--- src/rtl/core/sspc_pkg.sv ---
// shared constants and types for the subarray sum prefix counter
// no dependencies; every other file of the block depends on this package

package sspc_pkg;

   localparam int MAX_LEN      = 1024;
   localparam int SAMPLE_WIDTH = 16;
   localparam int TARGET_W     = 26;
   localparam int COUNT_W      = 20;

   // fill level counts up to MAX_LEN inclusive
   localparam int FILL_W = $clog2(MAX_LEN + 1);
   // exact prefix sum over MAX_LEN samples
   localparam int SUM_W  = SAMPLE_WIDTH + $clog2(MAX_LEN) + 1;
   // prefix minus target, exact
   localparam int WANT_W = ((SUM_W > TARGET_W) ? SUM_W : TARGET_W) + 1;

   localparam logic [COUNT_W-1:0] COUNT_MAX = {COUNT_W{1'b1}};

   // query item walking down the cell row
   typedef struct packed {
      logic                     valid;
      logic                     last;
      logic                     ovf;
      logic [FILL_W-1:0]        limit;   // cells below this index take part
      logic [FILL_W-1:0]        count;   // matches found so far
      logic signed [WANT_W-1:0] want;    // prefix value that makes a match
   } token_type;

   // store write broadcast to all cells
   typedef struct packed {
      logic                    en;
      logic [FILL_W-1:0]       idx;
      logic signed [SUM_W-1:0] data;
   } wr_type;

endpackage

--- src/rtl/core/sspc_cell.sv ---
// one cell of the row: holds one stored prefix and checks each passing query item
// depends on sspc_pkg

module sspc_cell (
   input  logic                        clock,
   input  logic                        reset,
   input  logic [sspc_pkg::FILL_W-1:0] cell_idx,
   input  sspc_pkg::wr_type             wr,
   input  sspc_pkg::token_type          tok_in,
   output sspc_pkg::token_type          tok_out
);
   import sspc_pkg::*;

   logic signed [SUM_W-1:0] store_ff;
   logic                    valid_ff, valid_in;
   token_type               data_ff, data_in;
   logic                    hit;

   assign hit = tok_in.valid && (cell_idx < tok_in.limit)
                && ($signed(WANT_W'(store_ff)) == $signed(tok_in.want));

   always_comb begin
      valid_in      = tok_in.valid;
      data_in       = tok_in;
      data_in.count = tok_in.count + FILL_W'(hit);
      tok_out       = data_ff;
      tok_out.valid = valid_ff;
   end

   always_ff @(posedge clock) begin
      if (wr.en && (wr.idx == cell_idx)) begin
         store_ff <= wr.data;
      end
      data_ff <= data_in;
   end

   always_ff @(posedge clock) begin
      if (reset) begin
         valid_ff <= 1'b0;
      end else begin
         valid_ff <= valid_in;
      end
   end

endmodule

--- config.mk ---
export PLATFORM = sky130hd
export DESIGN_NAME = sspc_cell
export DESIGN_NICKNAME = d
export VERILOG_FILES = /design/src/rtl/core/sspc_pkg.sv /design/src/rtl/core/sspc_cell.sv
export SDC_FILE = /design/constraint.sdc
export NUM_CORES = 1
export LEC_CHECK = 0
export BUFFER_PORTS_ARGS = -buffer_cell sky130_fd_sc_hd__buf_2
export CAP_MARGIN = 20
export CORE_MARGIN = 10
export CORE_UTILIZATION = 46
export DETAILED_ROUTE_END_ITERATION = 10
export PLACE_DENSITY = 0.83
export SLEW_MARGIN = 10
export SYNTH_ARGS = -nofsm -noshare
export SYNTH_HDL_FRONTEND = slang
export SYNTH_SLANG_ARGS = --single-unit
--- constraint.sdc ---
create_clock -name clock -period 6.64 [get_ports clock]
set_input_delay 1.328 -clock clock [delete_from_list [all_inputs] [get_ports clock]]
set_output_delay 1.328 -clock clock [all_outputs]
set_load 0.005 [all_outputs]
Word level (Yosys, flattened, before mapping)
Cells that the tools add are included.
- flip-flop bits (word level): 80
- input port bits: 105
- word-level logic and storage cells: 14
- add/subtract/negate cells: 1
- $lt $le $gt $ge: 1
- eq/ne operators: 2
- reductions and logical operators: 3
- operators with widths (operator ; number):
    equality test 27 x 28 -> 1 bit ; 1
    adder 11 x 1 -> 11 bit ; 1
    equality test 11 bit ; 1
    less-than comparator 11 bit ; 1
    logical AND 1 bit ; 3

Longest topological paths before layout
- depth in word-level cells: 4
- gate-level depth with buffers: 12

Worst setup path after synthesis
OpenSTA, ideal clock, no wires.
- path kind: input to register
- start: input port wr[28] in the netlist's numbering
- end: register store_ff[0] (enable)
- arrival: 3.484 ns
- required time: 6.195 ns
- slack: 2.711 ns
- stages on the path: 3
- buffers on the path: 0
- cells stage by stage: xnor2_1 -> nand4_1 -> nor3_1
- longest elaborated chain between the ends: 2
- RTL lines (element ; RTL line ; text):
    start, declared ; sspc_cell.sv:8 ; input sspc_pkg::wr_type wr,
    equality test 11 bit ; sspc_cell.sv:31 ; if (wr.en && (wr.idx == cell_idx)) begin
    logical AND 1 bit ; sspc_cell.sv:31 ;
    end signal, assigned ; sspc_cell.sv:32 ; store_ff <= wr.data;
    end, declared ; sspc_cell.sv:14 ; logic signed [SUM_W-1:0] store_ff;
Every way passes these cells.
A chain may end at the register's enable or synchronous reset.

==> impl_metrics.ini <==
[synth]
synthMostInstantiatedCell = dfxtp_1
synth-seq-area-share_pct = 68.0
synthTopCellsByArea = dfxtp_1 39%, edfxtp_1 29%, xor2_1 9.2%
synthCells = 194
syn_nets = 311
synth_commonest_cells = 53 x dfxtp_1, 29 x xor2_1, 27 x edfxtp_1
ys.flop_type = dfxtp_1
yosysTopAreaCellShare_pct = 38.5
synth_edf_count = 27
avgSynthCellArea_um2 = 14.2
async_flop_share_pct = 0
yosysTopAreaCell = dfxtp_1
ys_warn_count = 0
yosysUniqueCellTypes = 24
ys_seq_elements = 80
synth_area_um2 = 2750

[global_routing]
antenna_found_initial = 1
grt_pass1_wl_um = 11000
grt_pass1_vias = 2289
grt_max_degree = 28
grt_use_total_pct = 14.5
gr-total-overflow = 0

[worst_setup_path]
r2r-end = tok_out[38]
critPathKind = in -> reg
crit_family = adder cells
cpMostUsedCell = ha_1
crit_arrival_ps = 3830
rr_worst_depth = 10
r2r_start = store_ff[18]
required_ps = 6870
cp-start-kind = primary input
cp-end-kind = flop
slowest_delay_ps = 380
worst_path_max_delay_cell = a2111oi_2
path_buf_inv = 1
worst-r2r-setup-slack_ps = 4010
crit_cells = 11
worstPathMaxFanout = 3
worstPathCellList = buf_2, ha_1, a2111oi_4, nand4_1, a2111oi_2, ha_1, ha_1, nand3_1, nor3_1, nand3_1, xnor2_1

[place]
post-dp-hpwl_um = 6050
globalplace.congestion = 0.849
port_buffers = 157

[status]
status = finished, final reports clean

[clocking]
cts_setup_buffers = 0
h-tree-depth = 3
insertion_delay_ps = 330
cts_root_buf = clkbuf_8
clkSinkCount = 80
post_cts_resized = 0
cts_buffers = 9
cts_tree = done
clkTransAtPathRegs_ps = 80
clock_path_buffers = 2
hold_buffers = 0

[run]
drv_cap = 0

[sta]
finalCritPeriodShare_pct = 54.3
slew_headroom_pct = 75.8
finClkSkew_ps = 9.99
worstMarginPinSlew_ps = 364
grt_setup_unrepaired = false
hold_viol_final = 0
tns_ps = 0
max_freq_ghz = 0.277
layout_min_cycle_time_ps = 3610
setup_violations = 0
drv_slew = 0

[route]
drtAntennaViolNets = 0
avgRoutedWirePerCell_um = 16.0
dr.pass1.iters = 4
drc_errors = 0
wirelength_um = 7090
avgViaCountPerCell = 4.59
num_vias = 2030
drt_iter0_drc = 37

[power]
clockPowerShare_pct = 32.8
power.leakage_nw = 1.78
ir_worst_vdd_mv = 0.170
power.share.sequential_pct = 57.1
p_per_area_nw_per_um2 = 242
internal_power_w = 0.000707
swShare_pct = 23.1
p_sw_w = 0.000212
combPwrFrac_pct = 10.0

[floorplanning]
initial_core_util_pct = 47.1
dieArea_um2 = 9480
coreArea_um2 = 5850
io_pins = 158
dieWidth_um = 97.4
fp.dieH_um = 97.4
rows = 28

[finish]
drive_above_1_share_pct = 47.7
area_delta_synth_final_pct = 38.1
multi_input_area_um2 = 831
ff_latch_area_um2 = 1870
fin_util_pct = 65.0
nNetsFinal = 479
antenna_cells = 0
n_fill_cell = 463

[worst_hold_path]
hold_path_end = tok_out[28]
hold_path.class = reg -> reg
min_from = store_ff[26]
hold_path_depth = 4
[worst register-to-register path, stage by stage, from the launching register on]
cell and delay (ps):
edfxtp_1 410, xor2_1 160, nor4_1 360, nand4_1 180, a2111oi_2 260, ha_1 250, ha_1 210, nand3_1 120
nor3_1 290, nand3_1 140, xnor2_1 140
[per-stage QoR]
stage	worst slack [ps]	instances	total power [W]	hold WS [ps]	cell area, um^2
after floorplan	2710	194	0.000569	833	2750
after global placement	2720	426	0.000627	874	3640
after detailed placement	2640	426	0.000631	890	3640
after CTS	3010	442	0.000930	914	3800
after global routing	2820	442	0.000961	977	3800
final	3030	442	0.000920	906	3800
[cell usage in the layout (no fill, tap or decap), types with 3 or more instances in the layout]
master and count:
edfxtp_1 27, ha_1 12, inv_1 13, buf_2 157
xor2_1 29, nor2_1 4, nand4_1 5, xnor2_1 17
nor3_1 4, dfxtp_1 53, nor4_1 3, nand3_1 6
clkbuf_8 9, nand2_1 4, a21oi_1 3
[power groups by stage]
stage	Sequential, W	Clock [W]	Combinational, W
finish	0.000525	0.000302	0.0000923
global route	0.000527	0.000330	0.000103
CTS	0.000526	0.000310	0.0000943
detailed placement	0.000537	0	0.0000940
global placement	0.000536	0	0.0000907
floorplan	0.000540	0	0.0000284
[flip-flops by register name, summed over array words and instances (netlist names)]
register / cells
store_ff: 27
tok_out: 52
valid_ff: 1
[metal layers]
metal  global-route usage [%]  vias up  wire length [um]
li1                         -     1001                 -
met1                     15.1      926              2770
met2                     24.5       95              3560
met3                     7.40        6               707
met4                     5.15        2                42
met5                        0        -                11
[cell type report]
type                            instances  area share [%]
Clock buffer                           11            3.46
Multi-Input combinational cell        100            21.8
Tap cell                               75            2.47
Inverter                               13            1.28
Timing Repair Buffer                  158            20.9
Clock inverter                          5           0.856
Sequential cell                        80            49.2
[logic make-up (layout without fill, tap and decap cells)]
| kind of cell | count (synthesis) | count (layout) | synth area share (%) |
|---|---|---|---|
| buffers and inverters | 14 | 187 | 2.04 |
| AOI/OAI and AO/OA | 9 | 9 | 3.09 |
| DFF | 80 | 80 | 68.0 |
| xor gates and xnor gates | 46 | 46 | 14.6 |
| and+or+nand+nor | 33 | 33 | 6.81 |
| adders and majority gates | 12 | 12 | 5.45 |
[worst max path at each step]
stage	from	end
floorplan	wr[28]	store_ff[0]
global placement	cell_idx[10]	tok_out[38]
detailed placement	cell_idx[10]	tok_out[38]
CTS	cell_idx[10]	tok_out[38]
global route	cell_idx[10]	tok_out[38]
finish	cell_idx[10]	tok_out[38]
(Power assumes the default switching activity.)
