## config.mk

```make
export PLATFORM = sky130hd
export DESIGN_NAME = sspc_tail_flat
export DESIGN_NICKNAME = d
export VERILOG_FILES = /design/src/rtl/core/sspc_pkg.sv /design/src/rtl/core/sspc_if.sv /design/src/rtl/core/sspc_tail.sv /design/src/flat_wrapper.sv
export SDC_FILE = /design/constraint.sdc
export NUM_CORES = 1
export LEC_CHECK = 0
export BUFFER_PORTS_ARGS = -buffer_cell sky130_fd_sc_hd__buf_4
export CAP_MARGIN = 40
export CORE_MARGIN = 5
export CORE_UTILIZATION = 40
export DETAILED_ROUTE_END_ITERATION = 12
export PLACE_DENSITY = 0.66
export SLEW_MARGIN = 30
export SYNTH_ARGS = -nofsm -noshare
export SYNTH_HDL_FRONTEND = slang
export SYNTH_SLANG_ARGS = --single-unit
```

## constraint.sdc

```tcl
create_clock -name clock -period 3.7 [get_ports clock]
set_input_delay 0.74 -clock clock [delete_from_list [all_inputs] [get_ports clock]]
set_output_delay 0.74 -clock clock [all_outputs]
set_load 0.02 [all_outputs]
```

## src/rtl/core/sspc_pkg.sv

```systemverilog
// shared constants and types for the subarray sum prefix counter
// no dependencies; every other file of the block depends on this package

package sspc_pkg;

   localparam int MAX_LEN      = 1024;
   localparam int SAMPLE_WIDTH = 16;
   localparam int TARGET_W     = 26;
   localparam int COUNT_W      = 20;

   // fill level counts up to MAX_LEN inclusive
   localparam int FILL_W = $clog2(MAX_LEN + 1);
   // exact prefix sum over MAX_LEN samples
   localparam int SUM_W  = SAMPLE_WIDTH + $clog2(MAX_LEN) + 1;
   // prefix minus target, exact
   localparam int WANT_W = ((SUM_W > TARGET_W) ? SUM_W : TARGET_W) + 1;

   localparam logic [COUNT_W-1:0] COUNT_MAX = {COUNT_W{1'b1}};

   // query item walking down the cell row
   typedef struct packed {
      logic                     valid;
      logic                     last;
      logic                     ovf;
      logic [FILL_W-1:0]        limit;   // cells below this index take part
      logic [FILL_W-1:0]        count;   // matches found so far
      logic signed [WANT_W-1:0] want;    // prefix value that makes a match
   } token_type;

   // store write broadcast to all cells
   typedef struct packed {
      logic                    en;
      logic [FILL_W-1:0]       idx;
      logic signed [SUM_W-1:0] data;
   } wr_type;

endpackage

```

## src/rtl/core/sspc_if.sv

```systemverilog


interface sspc_rsp_if;
   logic                            valid;
   logic                            ready;
   logic [sspc_pkg::COUNT_W-1:0]    run_count;
   logic                            overflow;

   modport source (output valid, output run_count, output overflow, input ready);
   modport sink   (input valid, input run_count, input overflow, output ready);
endinterface


```

## src/rtl/core/sspc_tail.sv

```systemverilog
// end of the row: sums per-item match counts and holds the result register
// depends on sspc_pkg, sspc_if

module sspc_tail (
   input  logic               clock,
   input  logic               reset,
   input  sspc_pkg::token_type tok_in,
   sspc_rsp_if.source         rsp
);
   import sspc_pkg::*;

   logic [COUNT_W-1:0] acc_ff, acc_in;
   logic               rsp_valid_ff, rsp_valid_in;
   logic [COUNT_W-1:0] count_ff, count_in;
   logic               ovf_ff, ovf_in;
   logic [COUNT_W:0]   wide_sum;
   logic [COUNT_W-1:0] sat_sum;

   assign wide_sum = (COUNT_W+1)'(acc_ff) + (COUNT_W+1)'(tok_in.count);
   assign sat_sum  = wide_sum[COUNT_W] ? COUNT_MAX : wide_sum[COUNT_W-1:0];

   assign rsp.valid     = rsp_valid_ff;
   assign rsp.run_count = count_ff;
   assign rsp.overflow  = ovf_ff;

   always_comb begin
      acc_in       = acc_ff;
      rsp_valid_in = rsp_valid_ff;
      count_in     = count_ff;
      ovf_in       = ovf_ff;

      if (rsp_valid_ff && rsp.ready) begin
         rsp_valid_in = 1'b0;
      end

      if (tok_in.valid) begin
         if (tok_in.last) begin
            acc_in       = '0;
            rsp_valid_in = 1'b1;
            count_in     = sat_sum;
            ovf_in       = tok_in.ovf;
         end else begin
            acc_in = sat_sum;
         end
      end
   end

   always_ff @(posedge clock) begin
      if (reset) begin
         acc_ff       <= '0;
         rsp_valid_ff <= 1'b0;
      end else begin
         acc_ff       <= acc_in;
         rsp_valid_ff <= rsp_valid_in;
      end
   end

   always_ff @(posedge clock) begin
      count_ff <= count_in;
      ovf_ff   <= ovf_in;
   end

endmodule

```

## src/flat_wrapper.sv

```systemverilog
// flat-port wrapper written by rule: the top's interface ports become plain ports
module sspc_tail_flat import sspc_pkg::*;
  (clock, reset, tok_in, rsp_valid, rsp_run_count, rsp_overflow, rsp_ready);
  sspc_rsp_if rsp_i ();
  input  logic clock;
  input  logic reset;
  input  sspc_pkg::token_type tok_in;
  output wire logic [$bits(rsp_i.valid)-1:0] rsp_valid;
  output wire logic [$bits(rsp_i.run_count)-1:0] rsp_run_count;
  output wire logic [$bits(rsp_i.overflow)-1:0] rsp_overflow;
  input wire logic [$bits(rsp_i.ready)-1:0] rsp_ready;
  assign rsp_valid = rsp_i.valid;
  assign rsp_run_count = rsp_i.run_count;
  assign rsp_overflow = rsp_i.overflow;
  assign rsp_i.ready = rsp_ready;
  sspc_tail u_core (.clock(clock), .reset(reset), .tok_in(tok_in), .rsp(rsp_i));
endmodule
```

# == Yosys cells after proc, flatten, opt, wreduce, memory -nomap -nowiden ==
# Cells that the tools add are included.
# totals
elab_cells,12
out_inout_bits,22
input_bits,56
reg_bits,42
# classes
muxes,5
add_sub_neg,1
reduce_logical,2
# ops
cell,count
$mux 20,2
$add 20x11->21,1
$mux 1,3
$reduce_and 2->1,1
$logic_and 1x1->1,1

# == Depth between registers and ports, before layout ==
# logic_depth
word_depth,4
ltp_mapped,9
ltp_nobuf,8

# == Worst setup path after synthesis ==
# No wires, ideal clock.
# synth_timing
path_kind,in2reg
from,input tok_in[28] (netlist bit)
to,"register u_core.count_ff[16], in the netlist u_core.rsp.run_count[16], data pin"
setup_slack_ns,0.887
stages,8
required_ns,3.438
t_arrival_ns,2.551
path_buffers,1
setup_time_ns,0.262
path_cell_list,ha_1 > fa_1 > a21o_1 > a221oi_4 > o22ai_2 > buf_2 > nand3_1 > mux2_1
# synth_between
elab_chain_cells,2
# synth_lines
item,line,rtl
start: declaration,flat_wrapper.sv:7,input sspc_pkg::token_type tok_in;
$add 20x11->21,sspc_tail.sv:19,assign wide_sum = (COUNT_W+1)'(acc_ff) + (COUNT_W+1)'(tok_in.count);
$mux 20,sspc_tail.sv:20,assign sat_sum = wide_sum[COUNT_W] ? COUNT_MAX : wide_sum[COUNT_W-1:0];
named net u_core.sat_sum[16],sspc_tail.sv:17,logic [COUNT_W-1:0] sat_sum;
end signal: assignment,sspc_tail.sv:59,count_ff <= count_in;
end: declaration,sspc_tail.sv:14,"logic [COUNT_W-1:0] count_ff, count_in;"
# The timed path passes the listed nets, and every way through them passes these cells.
# A chain may end at the register's enable or synchronous reset.

# == Worst setup path after layout ==
# layout_timing
from,input tok_in[28] (netlist bit)
to,"register u_core.count_ff[19], in the netlist u_core.rsp.run_count[19], data pin"
# Same word-level chain as after synthesis.

==> run metrics <==
RSZ-0062 raised after global routing=false; reg2reg start=u_core.acc_ff[0]; setup tns final=0 ps; Post-DP HPWL=3380 µm; Cell variety after synth=54; via count of the first global-routing pass=around 1600; clk sink count=42; CTS tree=yes; Max FO, Critical Path=18; cell chain of the critical path=buf_4 -> ha_1 -> fa_1 -> a21o_1 -> a221oi_4 -> o22ai_2 -> nand3_2 -> and4_1 -> a21oi_1; Max stage delay on crit path=~400 ps; grt ovf=0; #FFs+latches synth=42; first-pass GRT wire length=roughly 8000 µm; First-pass DRT Iterations=4; WHS Path Cells=1; # rows=27; cell count after synthesis=approximately 210; area growth from synthesis to layout=18.9%; Hold Slack=486 ps; Routed Antenna Nets=0; Max stage delay cell, worst path=fa_1; die area=7330 µm²; layout cells sized above 1=between 20% and 30%; delay-heaviest family, CP=compound AO/OA/AOI/OAI gates; status=completed; final setup vio count=0; Reg2Reg Depth=8; Worst Path Required=3750 ps; Nets=between 300 and 400; CP Class=input pin to flop; critical path endpoint category=flop; Pleak=0.00117 µW; hold endpoint=u_core.acc_ff[5]; Initial Util=between 40% and 50%; Clock Skews=approximately 5.6 ps; most used flip-flop cell after synthesis=edfxtp_1; Avg Synthesized Cell Area=10.8 µm²; power per cell area=just under 400 nW/µm²; worst path arrival time=2980 ps; Core Util, Final=49.1%; MaxCap Viol Count=0; clk root buf=clkbuf_8; metal1 wirelength=roughly 2300 µm; DIE HEIGHT=roughly 86 µm; Met3 Routed Length=approximately 250 µm; sequential share of the synthesized area=between 40 and 50%; Post-synth EDFFs=21; min-delay src=u_core.acc_ff[5]; post-synthesis cell area=~2300 µm²; Post-CTS Resized=0; syn_nets=280; clock slew at reported path FFs=approximately 80 ps; GRT Total Usage=about 14%; Final Hold Violating Endpoints=0; Worst-Margin Slew=around 560 ps; Slew Viols, Final=0; IO buf count=38; Worst IR Drop VDD=0.140 mV; Worst R2R Setup Slack=1000 ps; Slew HR=62.4%; Crit path buffers/inverters=1; drt drc=0; Vias/cell=about 5.4; highest clock rate=between 300 and 400 MHz; met2 wire len=around 2100 µm; maximum clock path buffer count=2; Final min period=just under 3000 ps; Hold-fix buffers, CTS=0; DRT Wirelength=around 4700 µm; post-route clock period utilization=about four fifths; DR iter-0 viols=147; initial antenna violation count=0; Core Area=5540 µm²; yosys warns=0; post-CTS setup buffer count=0; largest net degree at the start of global routing=19; Ports=between 70 and 80; Worst-Skew Late Latency=roughly 300 ps; ys async rst share=0%; stages on the worst setup path=9; via count=between 1500 and 2000; FF-to-FF End=u_core.rsp.run_count[19]; GPL Wtd Cong=about 0.85; min-delay worst type=flop to flop; WL per Instance=between 10 and 15 µm; crit path launch type=input pin; die width=85.6 µm; antenna diode count=0; highest routed layer=met4; CTS buffer count=5; H-tree depth=2
## synthesized netlist by cell type, types with 2 or more instances
| cell type | number | area, µm² |
|---|---|---|
| dfxtp_1 | 21 | 420 |
| edfxtp_1 | 21 | 631 |
| and3_1 | 13 | 81.3 |
| nand2_1 | 12 | 45.0 |
| a22o_1 | 11 | 96.3 |
| ha_1 | 11 | 138 |
| a21oi_1 | 10 | 50.1 |
| nor2_1 | 10 | 37.5 |
| nand3_1 | 6 | 30.0 |
| a31oi_1 | 5 | 31.3 |
| clkbuf_1 | 5 | 18.8 |
| inv_1 | 5 | 18.8 |
| mux2i_1 | 5 | 50.1 |
| o21ai_0 | 5 | 25.0 |
| a211oi_1 | 4 | 30.0 |
| a21o_1 | 4 | 30.0 |
| and2_1 | 4 | 25.0 |
| nand2b_1 | 4 | 25.0 |
| nand4_1 | 4 | 25.0 |
| xnor2_1 | 4 | 35.0 |
| xor2_1 | 4 | 35.0 |
| mux2_1 | 3 | 33.8 |
| a2111oi_0 | 2 | 17.5 |
| a211o_1 | 2 | 17.5 |
| a22oi_1 | 2 | 15.0 |
| and4_1 | 2 | 17.5 |
| buf_2 | 2 | 10.0 |
| buf_6 | 2 | 22.5 |
| nor3_1 | 2 | 10.0 |
| o21ai_1 | 2 | 10.0 |
| o22ai_2 | 2 | 25.0 |
## layout by cell type, fill, tap and decap left out, types with 6 or more instances in the layout
cell type	n
edfxtp_1	21
a22o_1	11
nand2_1	12
dfxtp_1	21
a21oi_1	10
nand3_1	6
nor2_1	10
ha_1	11
and3_1	13
buf_4	40
## flip-flops by register name, indices dropped and copies added, names as in the netlist
| name | cells |
|---|---|
| u_core.rsp.valid | 1 |
| u_core.acc_ff | 20 |
| u_core.rsp.overflow | 1 |
| u_core.rsp.run_count | 20 |
## kinds of logic (layout without fill, tap and decap cells)
group / after synthesis / in the layout / share of synthesized area, %
XOR/XNOR: 8 / 8 / 3.06
adder cells (fa/ha/maj): 12 / 12 / 6.89
AO/OA/AOI/OAI: 61 / 61 / 21.0
multiplexers: 8 / 8 / 3.67
AND/OR/NAND/NOR: 64 / 64 / 15.6
buffers and inverters: 17 / 53 / 3.77
flip-flops: 42 / 42 / 46.0
## stage by stage
stage               power (µW)  instances  setup slack (ps)  area, µm²
floorplan                  650        212               887       2290
global route              1110        320               556       2720
global placement           703        311               443       2600
detailed placement         708        312               420       2610
CTS                       1070        320               718       2720
finish                    1060        320               764       2720
## where the power goes
group          internal, µW  switching (µW)  leakage [µW]
clock network           199             162     0.0000579
registers               514            8.02      0.000364
logic                  76.6            98.4      0.000753
## worst register-to-register path, stage by stage, from the launching register on
cell      delay [ps]
dfxtp_1          320
ha_1             210
fa_1             410
a21o_1           250
a221oi_4         360
o22ai_2          250
nand3_2          340
and4_1           230
a21oi_1           70
## final cells by class
cell class                      count  area [µm²]
Inverter                            5        18.8
Fill cell                         558        2820
Tap cell                           72        90.1
Multi-Input combinational cell    153        1150
Sequential cell                    42        1050
Timing Repair Buffer               40         300
Clock inverter                      3        40.0
Clock buffer                        5        68.8
## worst max-delay path by stage
stage	start	to	slack [ps]
after floorplan	tok_in[28]	u_core.rsp.run_count[16]	890
after global placement	tok_in[28]	u_core.rsp.run_count[19]	440
after detailed placement	tok_in[28]	u_core.rsp.run_count[19]	420
after CTS	tok_in[33]	u_core.rsp.run_count[19]	720
after global routing	tok_in[33]	u_core.rsp.run_count[19]	560
final	tok_in[28]	u_core.rsp.run_count[19]	760
## metal layers
layer	track usage, %	vias to the layer above
met1	17.9	810
li1	-	883
met4	6.04	0
met3	3.75	5
met5	0	-
met2	20.8	39
No activity file was read; power rests on OpenSTA's default activity.
