### config.mk
export PLATFORM = sky130hd
export DESIGN_NAME = sspc_head_flat
export DESIGN_NICKNAME = d
export VERILOG_FILES = /design/src/rtl/core/sspc_pkg.sv /design/src/rtl/core/sspc_if.sv /design/src/rtl/core/sspc_head.sv /design/src/flat_wrapper.sv
export SDC_FILE = /design/constraint.sdc
export NUM_CORES = 1
export LEC_CHECK = 0
export BUFFER_PORTS_ARGS = -buffer_cell sky130_fd_sc_hd__buf_2
export CELL_PAD_IN_SITES_DETAIL_PLACEMENT = 1
export CELL_PAD_IN_SITES_GLOBAL_PLACEMENT = 1
export CORE_MARGIN = 2
export CORE_UTILIZATION = 41
export CTS_CLUSTER_DIAMETER = 120
export DETAILED_ROUTE_END_ITERATION = 16
export PLACE_DENSITY_LB_ADDON = 0.1
export SYNTH_ARGS = -nofsm -noshare
export SYNTH_HDL_FRONTEND = slang
export SYNTH_SLANG_ARGS = --single-unit
### constraint.sdc
create_clock -name clock -period 4.3 [get_ports clock]
set_clock_uncertainty 0.15 [all_clocks]
set_input_delay 0.43 -clock clock [delete_from_list [all_inputs] [get_ports clock]]
set_output_delay 0.43 -clock clock [all_outputs]
set_load 0.03 [all_outputs]
### src/rtl/core/sspc_pkg.sv
// shared constants and types for the subarray sum prefix counter
// no dependencies; every other file of the block depends on this package

package sspc_pkg;

   localparam int MAX_LEN      = 1024;
   localparam int SAMPLE_WIDTH = 16;
   localparam int TARGET_W     = 26;
   localparam int COUNT_W      = 20;

   // fill level counts up to MAX_LEN inclusive
   localparam int FILL_W = $clog2(MAX_LEN + 1);
   // exact prefix sum over MAX_LEN samples
   localparam int SUM_W  = SAMPLE_WIDTH + $clog2(MAX_LEN) + 1;
   // prefix minus target, exact
   localparam int WANT_W = ((SUM_W > TARGET_W) ? SUM_W : TARGET_W) + 1;

   localparam logic [COUNT_W-1:0] COUNT_MAX = {COUNT_W{1'b1}};

   // query item walking down the cell row
   typedef struct packed {
      logic                     valid;
      logic                     last;
      logic                     ovf;
      logic [FILL_W-1:0]        limit;   // cells below this index take part
      logic [FILL_W-1:0]        count;   // matches found so far
      logic signed [WANT_W-1:0] want;    // prefix value that makes a match
   } token_type;

   // store write broadcast to all cells
   typedef struct packed {
      logic                    en;
      logic [FILL_W-1:0]       idx;
      logic signed [SUM_W-1:0] data;
   } wr_type;

endpackage

### src/rtl/core/sspc_if.sv
// channel interfaces of the subarray sum prefix counter: sample, result, register write
// depends on sspc_pkg

interface sspc_req_if;
   logic                                   valid;
   logic                                   ready;
   logic signed [sspc_pkg::SAMPLE_WIDTH-1:0] sample;
   logic                                   last;

   modport source (output valid, output sample, output last, input ready);
   modport sink   (input valid, input sample, input last, output ready);
endinterface


interface sspc_csr_if;
   logic                                   valid;
   logic                                   ready;
   logic signed [sspc_pkg::TARGET_W-1:0]   target_sum;

   modport source (output valid, output target_sum, input ready);
   modport sink   (input valid, input target_sum, output ready);
endinterface

### src/rtl/core/sspc_head.sv
// front end: target register, running prefix sum, fill level, overflow flag
// issues store writes and query items into the cell row; depends on sspc_pkg, sspc_if

module sspc_head (
   input  logic               clock,
   input  logic               reset,
   sspc_req_if.sink           req,
   sspc_csr_if.sink           csr,
   input  logic               rsp_done,
   output sspc_pkg::wr_type    wr,
   output sspc_pkg::token_type tok_out
);
   import sspc_pkg::*;

   logic signed [TARGET_W-1:0] target_ff, target_in;
   logic signed [SUM_W-1:0]    sum_ff, sum_in;
   logic [FILL_W-1:0]          fill_ff, fill_in;
   logic                       ovf_ff, ovf_in;
   logic                       busy_ff, busy_in;
   logic                       tok_valid_ff, tok_valid_in;
   token_type                  tok_data_ff, tok_data_in;

   logic                       accept;
   logic                       room;
   logic signed [SUM_W-1:0]    sample_ext;
   logic signed [SUM_W-1:0]    sum_next;

   assign req.ready = !busy_ff;
   assign csr.ready = 1'b1;
   assign accept    = req.valid && !busy_ff;
   assign room      = (fill_ff < FILL_W'(MAX_LEN));

   assign sample_ext = SUM_W'(req.sample);
   assign sum_next   = sum_ff + sample_ext;

   always_comb begin
      target_in = target_ff;
      sum_in    = sum_ff;
      fill_in   = fill_ff;
      ovf_in    = ovf_ff;
      busy_in   = busy_ff;

      if (csr.valid) begin
         target_in = csr.target_sum;
      end

      if (accept) begin
         if (room) begin
            sum_in  = sum_next;
            fill_in = fill_ff + FILL_W'(1);
         end else begin
            ovf_in = 1'b1;
         end
         if (req.last) begin
            sum_in  = '0;
            fill_in = '0;
            ovf_in  = 1'b0;
            busy_in = 1'b1;
         end
      end

      if (rsp_done) begin
         busy_in = 1'b0;
      end

      // dropped samples make no query unless they close the sequence
      tok_valid_in      = accept && (room || req.last);
      tok_data_in.valid = 1'b1;
      tok_data_in.last  = req.last;
      tok_data_in.ovf   = ovf_ff | !room;
      tok_data_in.limit = room ? (fill_ff + FILL_W'(1)) : '0;
      tok_data_in.count = '0;
      tok_data_in.want  = WANT_W'(sum_next) - WANT_W'(target_ff);

      wr.en   = accept && room;
      wr.idx  = fill_ff;
      wr.data = sum_ff;

      tok_out       = tok_data_ff;
      tok_out.valid = tok_valid_ff;
   end

   always_ff @(posedge clock) begin
      if (reset) begin
         target_ff    <= '0;
         sum_ff       <= '0;
         fill_ff      <= '0;
         ovf_ff       <= 1'b0;
         busy_ff      <= 1'b0;
         tok_valid_ff <= 1'b0;
      end else begin
         target_ff    <= target_in;
         sum_ff       <= sum_in;
         fill_ff      <= fill_in;
         ovf_ff       <= ovf_in;
         busy_ff      <= busy_in;
         tok_valid_ff <= tok_valid_in;
      end
   end

   always_ff @(posedge clock) begin
      tok_data_ff <= tok_data_in;
   end

endmodule

### src/flat_wrapper.sv
// flat-port wrapper written by rule: the top's interface ports become plain ports
module sspc_head_flat import sspc_pkg::*;
  (clock, reset, rsp_done, wr, tok_out, req_valid, req_sample, req_last, req_ready, csr_valid, csr_target_sum, csr_ready);
  sspc_req_if req_i ();
  sspc_csr_if csr_i ();
  input  logic clock;
  input  logic reset;
  input  logic rsp_done;
  output sspc_pkg::wr_type wr;
  output sspc_pkg::token_type tok_out;
  input wire logic [$bits(req_i.valid)-1:0] req_valid;
  input wire logic [$bits(req_i.sample)-1:0] req_sample;
  input wire logic [$bits(req_i.last)-1:0] req_last;
  output wire logic [$bits(req_i.ready)-1:0] req_ready;
  input wire logic [$bits(csr_i.valid)-1:0] csr_valid;
  input wire logic [$bits(csr_i.target_sum)-1:0] csr_target_sum;
  output wire logic [$bits(csr_i.ready)-1:0] csr_ready;
  assign req_i.valid = req_valid;
  assign req_i.sample = req_sample;
  assign req_i.last = req_last;
  assign req_ready = req_i.ready;
  assign csr_i.valid = csr_valid;
  assign csr_i.target_sum = csr_target_sum;
  assign csr_ready = csr_i.ready;
  sspc_head u_core (.clock(clock), .reset(reset), .req(req_i), .csr(csr_i), .rsp_done(rsp_done), .wr(wr), .tok_out(tok_out));
endmodule
# Word-level counts from Yosys, hierarchy flattened
# Cells that the tools add are included.
dict set report op_classes {
  reduce_logical 11
  div 0
  magnitude_cmp 1
  shift 0
  n_mux 6
  eq_ne 1
  n_addsub 3
  bitwise 1
  multipliers 0
}
# op count
set op_table {}
lappend op_table {{27-bit 2-to-1 mux} 2}
lappend op_table {{27-bit by 26-bit subtractor with 28-bit output} 1}
lappend op_table {{27-bit by 16-bit adder with 27-bit output} 1}
lappend op_table {{11-bit 2-to-1 mux} 2}
lappend op_table {{11-bit by 1-bit adder with 11-bit output, second input constant} 1}
lappend op_table {{11-bit less-than comparator, second input constant} 1}
lappend op_table {{2-bit AND reduction} 3}
lappend op_table {{1-bit logical AND} 3}
lappend op_table {{1-bit logical NOT} 2}
lappend op_table {{1-bit 2-to-1 mux} 2}
lappend op_table {{2-bit inequality test, second input constant} 1}
lappend op_table {{2-bit nonzero test} 1}
lappend op_table {{2-bit OR reduction} 1}
lappend op_table {{1-bit logical OR} 1}
lappend op_table {{1-bit OR} 1}
dict set report word_totals {
  ram_bits 0
  romBits 0
  ff_bits 108
  out_inout_bits 94
  wordCells 33
  inputBits 48
  memories 0
  latch_bits 0
}

# Longest topological paths before layout
# Gate-level depths: netlist of run 1.
dict set report logic_depth {
  depth_word 3
  ltp_mapped 17
  ltp_nobuf 17
}

# Worst setup path before layout of run 1
# No wires, ideal clock.
dict set report synth_timing {
  path_type {register -> register}
  start {register u_core.sum_ff[1]}
  end {register u_core.tok_data_ff, in the netlist u_core.tok_out[26]}
  t_arrival_ns 3.811
  required_time_ns 4.078
  n_path_buf 0
  stages_incl_launch_ff 17
  synth_period_minus_slack_ns 4.034
  setup_ns 0.072
  slack_ns 0.266
  cell_sequence {dfxtp_1 -> ha_1 -> a211oi_1 -> o21bai_1 -> a211oi_4 -> a21oi_1 -> or2_1 -> xor2_1 -> ha_1 -> a21oi_1 -> nor2b_1 -> o21a_1 -> a311oi_1 -> o21ai_0 -> a211o_1 -> a21oi_1 -> xnor2_1}
}
# item line_no
set synth_lines {}
lappend synth_lines {{start, declared} sspc_head.sv:16} ;# logic signed [SUM_W-1:0] sum_ff, sum_in;
lappend synth_lines {{start signal, assigned} sspc_head.sv:93} ;# sum_ff <= sum_in;
lappend synth_lines {{end signal, assigned} sspc_head.sv:102} ;# tok_data_ff <= tok_data_in;
lappend synth_lines {{end, declared} sspc_head.sv:21} ;# token_type tok_data_ff, tok_data_in;

==> results of run 1 <==
## sequential cells by signal, summed over array words and instances (netlist names)
| name | cells |
|---|---|
| u_core.tok_out | 41 |
| u_core.sum_ff | 27 |
| u_core.target_ff | 26 |
| u_core.fill_ff | 11 |
| u_core.busy_ff | 1 |
| u_core.ovf_ff | 1 |
| u_core.tok_valid_ff | 1 |
## metal layers
layer	wire length, µm	up-vias
met5	0	-
met4	427	0
met3	768	33
met2	8510	126
met1	8350	2766
li1	-	2836
## placed cells by master, fill, tap and decap left out, types with 15 or more instances in the layout
master / n
nand2_1: 24
buf_2: 129
ha_1: 54
dfxtp_1: 108
a21oi_1: 47
inv_1: 45
nand3_1: 21
nor2_1: 99
mux2i_1: 29
a22oi_1: 21
o21ai_0: 31
buf_4: 34
and3_1: 15
xnor2_1: 40
a21o_1: 21
## report_power, final
part,total [mW],switching [mW],internal (mW)
sequential,1.21,0.0517,1.16
clock,0.851,0.395,0.455
combinational,1.35,0.855,0.496
## worst paths after layout
kind                                       start                  to  slack, ns
worst max-delay path            u_core.sum_ff[0]  u_core.tok_out[24]       0.17
worst min-delay path                    rsp_done      u_core.busy_ff       0.09
worst max register to register  u_core.sum_ff[0]  u_core.tok_out[24]       0.17
worst min register to register     u_core.ovf_ff  u_core.tok_out[50]       0.31
## worst max-delay path, delay by kind of cell, from the launching register on
family	cells	cell delay, ns
flip-flops	1	0.33
XOR/XNOR	2	0.25
adder cells (fa/ha/maj)	3	0.86
buffers and inverters	2	0.31
AND/OR/NAND/NOR	1	0.10
AO/OA/AOI/OAI	11	2.06
## cell families after synthesis
family / share of synthesized area [%]
adder cells (fa/ha/maj): 11.4
buffers and inverters: 5.87
AO/OA/AOI/OAI: 20.1
multiplexers: 4.63
flip-flops: 34.5
AND/OR/NAND/NOR: 16.0
other: 0.120
XOR/XNOR: 7.40
## what timing repair did
item | 4_1_cts | 5_1_grt
setup buffers | 0 | 2
setup endpoints to repair | 0 | 7
gates resized for setup | 0 | 11
## stage by stage
step	total power [mW]	setup TNS (ns)
3_3_place_gp	2.51	0
3_5_place_dp	2.55	-0.170
5_1_grt	3.61	-0.0692
4_1_cts	3.43	0
6_report	3.41	0
2_1_floorplan	2.16	0
## layout make-up
class	instances	area (µm²)
flip-flops and latches	108	2160
well taps	188	235
clock buffers	9	225
inverters	45	169
multi-input cells	548	3830
fillers	1834	7500
clock inverters	6	72.6
repair buffers	163	901
==> results.py, run 1 <==
metrics = {
    "place": {
        "io_buffers": 129,
        "place_inst": 1050,
        "post-dp-hpwl_mm": 13.6,
        "post_dp_cell_area_um2": 7240,
        "place.gp.congestion": 0.876,
        "pre_cts_ws_ns": -0.0940,
    },
    "worst_setup_path": {
        "crit_path_cell_trace": "ha_1 -> fa_1 -> a211oi_2 -> nor2_1 -> o21ai_1 -> buf_4 -> o21bai_1 -> a21oi_1 -> xnor2_1 -> ha_1 -> a21o_1 -> a21o_1 -> a21oi_2 -> o21ai_0 -> a221o_1 -> buf_4 -> a41o_1 -> a31oi_1 -> xnor2_1",
        "arrival_ns": 4.27,
        "start_kind": "flip-flop",
        "crit_required_ns": 4.44,
        "crit_path_end_kind": "flip-flop",
        "critPathMaxStageDelay_ns": 0.42,
        "path_class": "reg -> reg",
        "cp_max_fo": 4,
        "cp_slowest_cell": "fa_1",
        "r2r_cells": 19,
    },
    "route": {
        "drt_first_pass_iters": 4,
        "viasPerCell": 5.40,
        "drt_wl_total_mm": 18.1,
        "antenna_left": 0,
        "vias": 5761,
        "post-route-drc-count": 0,
        "wl_per_cell_um": 16.9,
        "drt_iter0_drc": 262,
    },
    "clock_network": {
        "cts_hold_buf": 0,
        "path_clk_slew_ns": 0.08,
        "htree_levels": 3,
        "cts_root_buffer": "clkbuf_16",
        "cts_sinks": 108,
        "cts_buffers": 9,
        "clk_latency_ns": 0.36,
        "cts.path.max_buffers": 2,
        "cts_tree": "built",
    },
    "global_route": {
        "grtUsageMet1_pct": 28.2,
        "grt_pass1_vias": 6010,
        "grt_pass1_wl_mm": 29.4,
        "groute.usage.overall_pct": 22.3,
        "antenna_found_initial": 0,
        "grt_max_degree": 48,
        "grt_overflow_total": 0,
        "grt_use_met3_pct": 3.88,
        "grt_use_met2_pct": 38.0,
        "top_usage_layer": "met2",
    },
    "timing": {
        "slew_headroom_pct": 38.9,
        "maxSlewViolCount": 0,
        "setup_viol": 0,
        "hold_viol": 0,
        "fin_crit_ns": 4.13,
        "fin_ws_ns": 0.172,
        "period_share_pct": 96.0,
        "holdWs_ns": 0.0909,
        "worst_pin_slew_ns": 0.917,
        "fmax_mhz": 242,
    },
    "yosys": {
        "seq_area_frac_synth_pct": 34.5,
        "synth_area_leader_cell": "dfxtp_1",
        "async_reset_ff_share_pct": 0,
        "syn-cell-area_um2": 6270,
        "synth-main-ff-cell": "dfxtp_1",
        "yosys-top-cells-area": "dfxtp_1 34%, ha_1 11%, nor2_1 5.9%",
        "ys_warn_count": 0,
        "syn_area_per_cell_um2": 8.58,
        "yosysMostFrequentCell": "dfxtp_1",
        "netlist_instances": 731,
        "yosysUniqueCellTypes": 63,
        "ys_top_cells_by_count": "108 x dfxtp_1, 99 x nor2_1, 54 x ha_1",
        "synth-seq-cells": 108,
        "synth_edf_count": 0,
        "yosys.area.top_type_share_pct": 34.5,
    },
    "layout": {
        "num_antenna_cells": 0,
        "final_area_um2": 7590,
        "finish.net_count": 979,
        "fin_cells": 1067,
        "syn2layout_area_growth_pct": 21.1,
        "fin_util_pct": 50.3,
        "drive_gt1_share_pct": 23.3,
    },
    "floorplanning": {
        "dieArea_um2": 16300,
        "die_h_um": 128,
        "dieWidth_um": 128,
        "core-area_um2": 15100,
        "start_util_pct": 41.6,
        "io_pins": 142,
        "placementRows": 45,
    },
    "status": {
        "run_status": "completed",
    },
    "power_and_ir_drop": {
        "p_leak_nw": 3.64,
        "max-vdd-ir-drop_mv": 0.246,
        "p_per_area_nw_per_um2": 449,
    },
    "hold_path": {
        "holdPathStages": 2,
        "holdCritPathClass": "in -> reg",
    },
    "flow_run": {
        "cap_violations": 0,
    },
}
No activity file was read; power rests on OpenSTA's default activity.
==> inputs of run 2 (changes only) <==
- CELL_PAD_IN_SITES_DETAIL_PLACEMENT: 1 -> 0
==> run 2 against run 1 <==
- final area is 0.53% higher
- total power up 0.16%
- critical endpoint is now u_core.tok_out[20]
- critical path depth down 4
- largest power group unchanged
- global-route usage decreased by 2.2 points
- wire length shrank 11%
- critical path type unchanged
- sequential power barely moved
- sequential share of layout area decreased by 0.13 points
- combinational power is essentially flat
==> results.py, run 2 (same netlist as run 1, synthesis figures left out) <==
metrics = {
    "clock_network": {
        "clk_latency_ns": 0.36,
        "cts_tree": "built",
        "path_clk_slew_ns": 0.08,
        "cts_sinks": 108,
        "cts_buffers": 9,
        "cts_root_buffer": "clkbuf_16",
        "cts_hold_buf": 0,
        "htree_levels": 3,
        "cts.path.max_buffers": 2,
    },
    "layout": {
        "syn2layout_area_growth_pct": 21.7,
        "largest_reg_flops": 41,
        "drive_gt1_share_pct": 23.7,
        "finish.net_count": 978,
        "most-common-layout-cells": "129 x buf_2, 107 x dfxtp_1, 99 x nor2_1, 53 x ha_1, 46 x a21oi_1",
        "fin_cells": 1067,
        "num_antenna_cells": 0,
        "final_area_um2": 7630,
        "final_common_cell": "buf_2",
    },
    "floorplanning": {
        "dieWidth_um": 128,
        "die_h_um": 128,
        "start_util_pct": 41.6,
        "dieArea_um2": 16300,
        "io_pins": 142,
        "core-area_um2": 15100,
        "placementRows": 45,
    },
    "power_and_ir_drop": {
        "max-vdd-ir-drop_mv": 0.257,
        "p_per_area_nw_per_um2": 447,
        "p_leak_nw": 3.64,
    },
    "worst_setup_path": {
        "critPathBufInv": 0,
        "path_class": "reg -> reg",
        "cp_slowest_cell": "a221o_1",
        "crit_path_end_kind": "flip-flop",
        "critical_path.top_delay_family": "compound AO/OA/AOI/OAI gates",
        "crit_required_ns": 4.40,
        "start_kind": "flip-flop",
        "cp_max_fo": 4,
        "crit_path_cell_trace": "ha_1 -> and3_1 -> and3_1 -> a211oi_4 -> o21ai_1 -> xor2_1 -> ha_1 -> a21o_1 -> a21o_1 -> a21oi_1 -> o21ai_0 -> a221o_1 -> a21o_1 -> and4_4 -> a2111oi_2",
        "r2r_cells": 15,
        "worst-path-stages": 15,
        "arrival_ns": 4.20,
        "path_common_cell": "a21o_1",
        "critPathMaxStageDelay_ns": 0.41,
    },
    "place": {
        "place_inst": 1050,
        "place.gp.congestion": 0.876,
        "post_dp_cell_area_um2": 7240,
        "io_buffers": 129,
        "post-dp-hpwl_mm": 12.2,
    },
    "timing": {
        "setup_viol": 0,
        "worst_pin_slew_ns": 0.914,
        "fin_crit_ns": 4.09,
        "rsz0062_at_grt": "false",
        "hold_viol": 0,
        "maxSlewViolCount": 0,
        "slew_headroom_pct": 39.1,
        "fmax_mhz": 244,
        "period_share_pct": 95.2,
    },
    "global_route": {
        "grt_max_degree": 48,
        "grt_pass1_vias": 5272,
        "grt_pass1_wl_mm": 26.3,
        "antenna_found_initial": 0,
        "grt_overflow_total": 0,
        "groute.usage.overall_pct": 20.0,
    },
    "flow_run": {
        "cap_violations": 0,
    },
    "route": {
        "post-route-drc-count": 0,
        "wl_per_cell_um": 15.1,
        "drt_wl_total_mm": 16.1,
        "drt_first_pass_iters": 4,
        "drt_iter0_drc": 284,
        "vias": 5604,
        "antenna_left": 0,
        "viasPerCell": 5.25,
    },
    "hold_path": {
        "holdPathStages": 2,
        "holdCritPathClass": "in -> reg",
    },
    "status": {
        "run_status": "completed",
    },
}
## run 2: changes by cell type in the layout (fill, tap and decap cells not counted), moves of 2 or more
cell / previous run / this run
clkinv_4: 2 / 0
inv_8: 0 / 4
o21ai_1: 2 / 5
o21ai_0: 31 / 28
## run 2: path summary, 6_finish.rpt
check                    from                 end  slack, ns
max          u_core.sum_ff[6]  u_core.tok_out[20]       0.21
min                  rsp_done      u_core.busy_ff       0.08
max reg2reg  u_core.sum_ff[6]  u_core.tok_out[20]       0.21
min reg2reg     u_core.ovf_ff  u_core.tok_out[50]       0.31
## run 2: routing by layer
metal	track usage (%)	routed length, µm	up-vias	share of wire [%]
li1	-	-	2850	-
met1	27.4	7870	2583	49
met2	31.0	7110	146	44
met3	4.26	759	25	4.7
met4	7.69	362	0	2.2
met5	0	0	-	0
## run 2: metrics by stage
stage / hold slack (ns) / worst slack, ns / TNS [ns] / util (%) / total power [mW]
global route: 0.0669 / 0.00142 / 0 / 50.6 / 3.61
global placement: 0.280 / 0.0351 / 0 / 48.0 / 2.51
detailed placement: 0.291 / -0.117 / -0.123 / 48.0 / 2.53
CTS: 0.0569 / 0.0630 / 0 / 50.1 / 3.44
finish: 0.0771 / 0.207 / 0 / 50.6 / 3.41
floorplan: 0.265 / 0.266 / 0 / - / 2.16
## run 2: area by class of cell
class,count,area (µm²)
tap,188,235
fill,1475,7460
timing repair buffer,162,893
inverter,45,169
sequential,108,2160
clock inverter,7,91.3
multi-input combinational,548,3860
clock buffer,9,225
## run 2: what timing repair did
| item | CTS | global route |
|---|---|---|
| hold endpoints to repair | 0 | 0 |
| setup endpoints to repair | 0 | 5 |
| resized for setup | 0 | 18 |
| setup buffers | 0 | 1 |
## run 2: power breakdown
group          total (mW)  internal (mW)  switching [mW]
Combinational        1.32          0.493           0.827
Clock               0.887          0.471           0.417
Sequential           1.21           1.16          0.0511
==> inputs of run 3 (changes only) <==
- CORE_UTILIZATION: 41 -> 40
==> run 3 against run 2 <==
- die area rose by 2.4%
- combinational power about the same
- largest cell class unchanged
- highest routed layer unchanged
- total power is 0.77% higher
- sequential power about the same
==> results.py, run 3 (same netlist as run 1, synthesis figures left out) <==
metrics = {
    "floorplanning": {
        "core-area_um2": 15300,
        "placementRows": 45,
        "dieArea_um2": 16700,
        "start_util_pct": 41.1,
        "io_pins": 142,
        "dieWidth_um": 129,
        "die_h_um": 129,
    },
    "worst_setup_path": {
        "r2r_end": "u_core.tok_out[20]",
        "path_class": "reg -> reg",
        "crit_required_ns": 4.41,
        "rrSetupSlack_ns": 0.18,
        "start_kind": "flip-flop",
        "endpoint": "u_core.tok_out[20]",
        "arrival_ns": 4.23,
        "r2r_cells": 17,
        "startpoint": "u_core.sum_ff[6]",
        "crit_path_end_kind": "flip-flop",
        "cp_max_fo": 3,
        "rr_startpoint": "u_core.sum_ff[6]",
    },
    "global_route": {
        "grt_pass1_wl_mm": 26.8,
        "grt_overflow_total": 0,
        "antenna_found_initial": 0,
        "groute.usage.overall_pct": 20.1,
        "grt_max_degree": 37,
        "grt_pass1_vias": 5395,
    },
    "timing": {
        "worst_pin_slew_ns": 0.974,
        "setup_viol": 0,
        "finalSetupTns_ns": 0,
        "fmax_mhz": 243,
        "period_share_pct": 95.9,
        "rsz0062_at_grt": "false",
        "hold_viol": 0,
        "fin_crit_ns": 4.12,
        "fin_ws_ns": 0.177,
        "slew_headroom_pct": 34.7,
        "maxSlewViolCount": 0,
    },
    "hold_path": {
        "holdCritPathClass": "in -> reg",
        "hp-start": "rsp_done",
        "holdPathStages": 2,
    },
    "power_and_ir_drop": {
        "intPower_mw": 2.17,
        "netSwitchingPower_mw": 1.27,
        "p_sw_share_pct": 37.0,
        "p_leak_nw": 3.65,
        "pwr-share-seq_pct": 35.0,
        "p_per_area_nw_per_um2": 449,
        "combinationalPowerShare_pct": 38.4,
        "power_mw": 3.44,
        "pwr-share-clk_pct": 26.6,
        "max-vdd-ir-drop_mv": 0.221,
    },
    "layout": {
        "largest_reg_flops": 41,
        "finish.net_count": 980,
        "syn2layout_area_growth_pct": 22.2,
        "num_antenna_cells": 0,
        "most-common-layout-cells": "129 x buf_2, 107 x dfxtp_1, 99 x nor2_1, 52 x ha_1, 48 x a21oi_1",
        "n_fill_cell": 1514,
        "drive_gt1_share_pct": 23.5,
        "final_common_cell": "buf_2",
    },
    "route": {
        "wl_per_cell_um": 15.0,
        "viasPerCell": 5.11,
        "antenna_left": 0,
        "drt_first_pass_iters": 5,
        "vias": 5583,
        "post-route-drc-count": 0,
        "drt_wl_total_mm": 16.3,
        "drt_iter0_drc": 300,
    },
    "clock_network": {
        "htree_levels": 3,
        "cts_sinks": 108,
        "cts_root_buffer": "clkbuf_16",
        "cts_tree": "built",
        "path_clk_slew_ns": 0.08,
        "clk_latency_ns": 0.36,
        "cts_buffers": 9,
        "cts.path.max_buffers": 2,
    },
    "place": {
        "io_buffers": 129,
        "place.gp.congestion": 0.893,
        "post-dp-hpwl_mm": 12.4,
        "pre_cts_ws_ns": -0.0596,
    },
    "status": {
        "run_status": "completed",
    },
    "flow_run": {
        "cap_violations": 0,
    },
}
## run 3: cell types whose count changed in the layout (fill, tap and decap cells not counted), sizes merged
cell,before,now
buf,162,164
bufinv,1,2
clkbuf,9,10
clkinvlp,1,2
inv,50,47
## run 3: per-stage QoR
step | util [%] | hold WS (ns) | instances | area, µm²
floorplan | - | 0.265 | 741 | 6310
global placement | 47.7 | 0.278 | 1075 | 7280
detailed placement | 47.7 | 0.281 | 1075 | 7280
CTS | 49.9 | 0.0584 | 1091 | 7610
global route | 50.2 | 0.0515 | 1092 | 7670
finish | 50.2 | 0.0686 | 1092 | 7670
## run 3: how the worst min path moves through the flow
stage | to
floorplan | u_core.tok_out[50]
global placement | u_core.tok_out[50]
detailed placement | u_core.tok_out[50]
CTS | u_core.busy_ff
global route | u_core.busy_ff
finish | u_core.busy_ff
## run 3: metal layers
layer / GRT usage [%] / part of all wire, % / vias up
li1: - / - / 2841
met1: 26.5 / 47 / 2601
met5: 0 / 0 / -
met2: 32.8 / 46 / 129
met4: 4.28 / 1.3 / 0
met3: 5.57 / 5.4 / 12
## run 3: final cells by class
class | count | area (µm²) | area share, %
clock buffers | 10 | 229 | 2.99
well taps | 211 | 264 | 3.44
repair buffers | 164 | 908 | 11.8
flip-flops and latches | 108 | 2160 | 28.2
multi-input cells | 548 | 3840 | 50.1
clock inverters | 6 | 95.1 | 1.24
inverters | 45 | 169 | 2.20
## run 3: power by group through the flow
| stage | Sequential, mW | Clock, mW | Combinational (mW) |
|---|---|---|---|
| finish | 1.20 | 0.916 | 1.32 |
| global route | 1.22 | 0.987 | 1.44 |
| CTS | 1.21 | 0.948 | 1.31 |
| detailed placement | 1.23 | 0 | 1.30 |
| global placement | 1.23 | 0 | 1.29 |
| floorplan | 1.51 | 0 | 0.642 |
## run 3: what timing repair did
action / in CTS / in global routing
hold buffers: 0 / 0
setup buffers: 0 / 1
endpoints found under the setup margin: 0 / 5
gates resized for setup: 0 / 10
hold endpoints to repair: 0 / 0
## run 3: critical path, cell delays in order, from the launching register on
cell and delay (ns):
dfxtp_1 0.35, ha_1 0.34, buf_4 0.14, a21oi_1 0.06, o21ai_0 0.32, a211oi_4 0.06
buf_4 0.16, o21ai_0 0.19, xor2_1 0.25, ha_1 0.29, a21o_1 0.19, a21o_1 0.17
a21oi_1 0.19, o21ai_0 0.10, a221o_1 0.37, a21o_1 0.23, and4_4 0.19, a2111oi_2 0.25
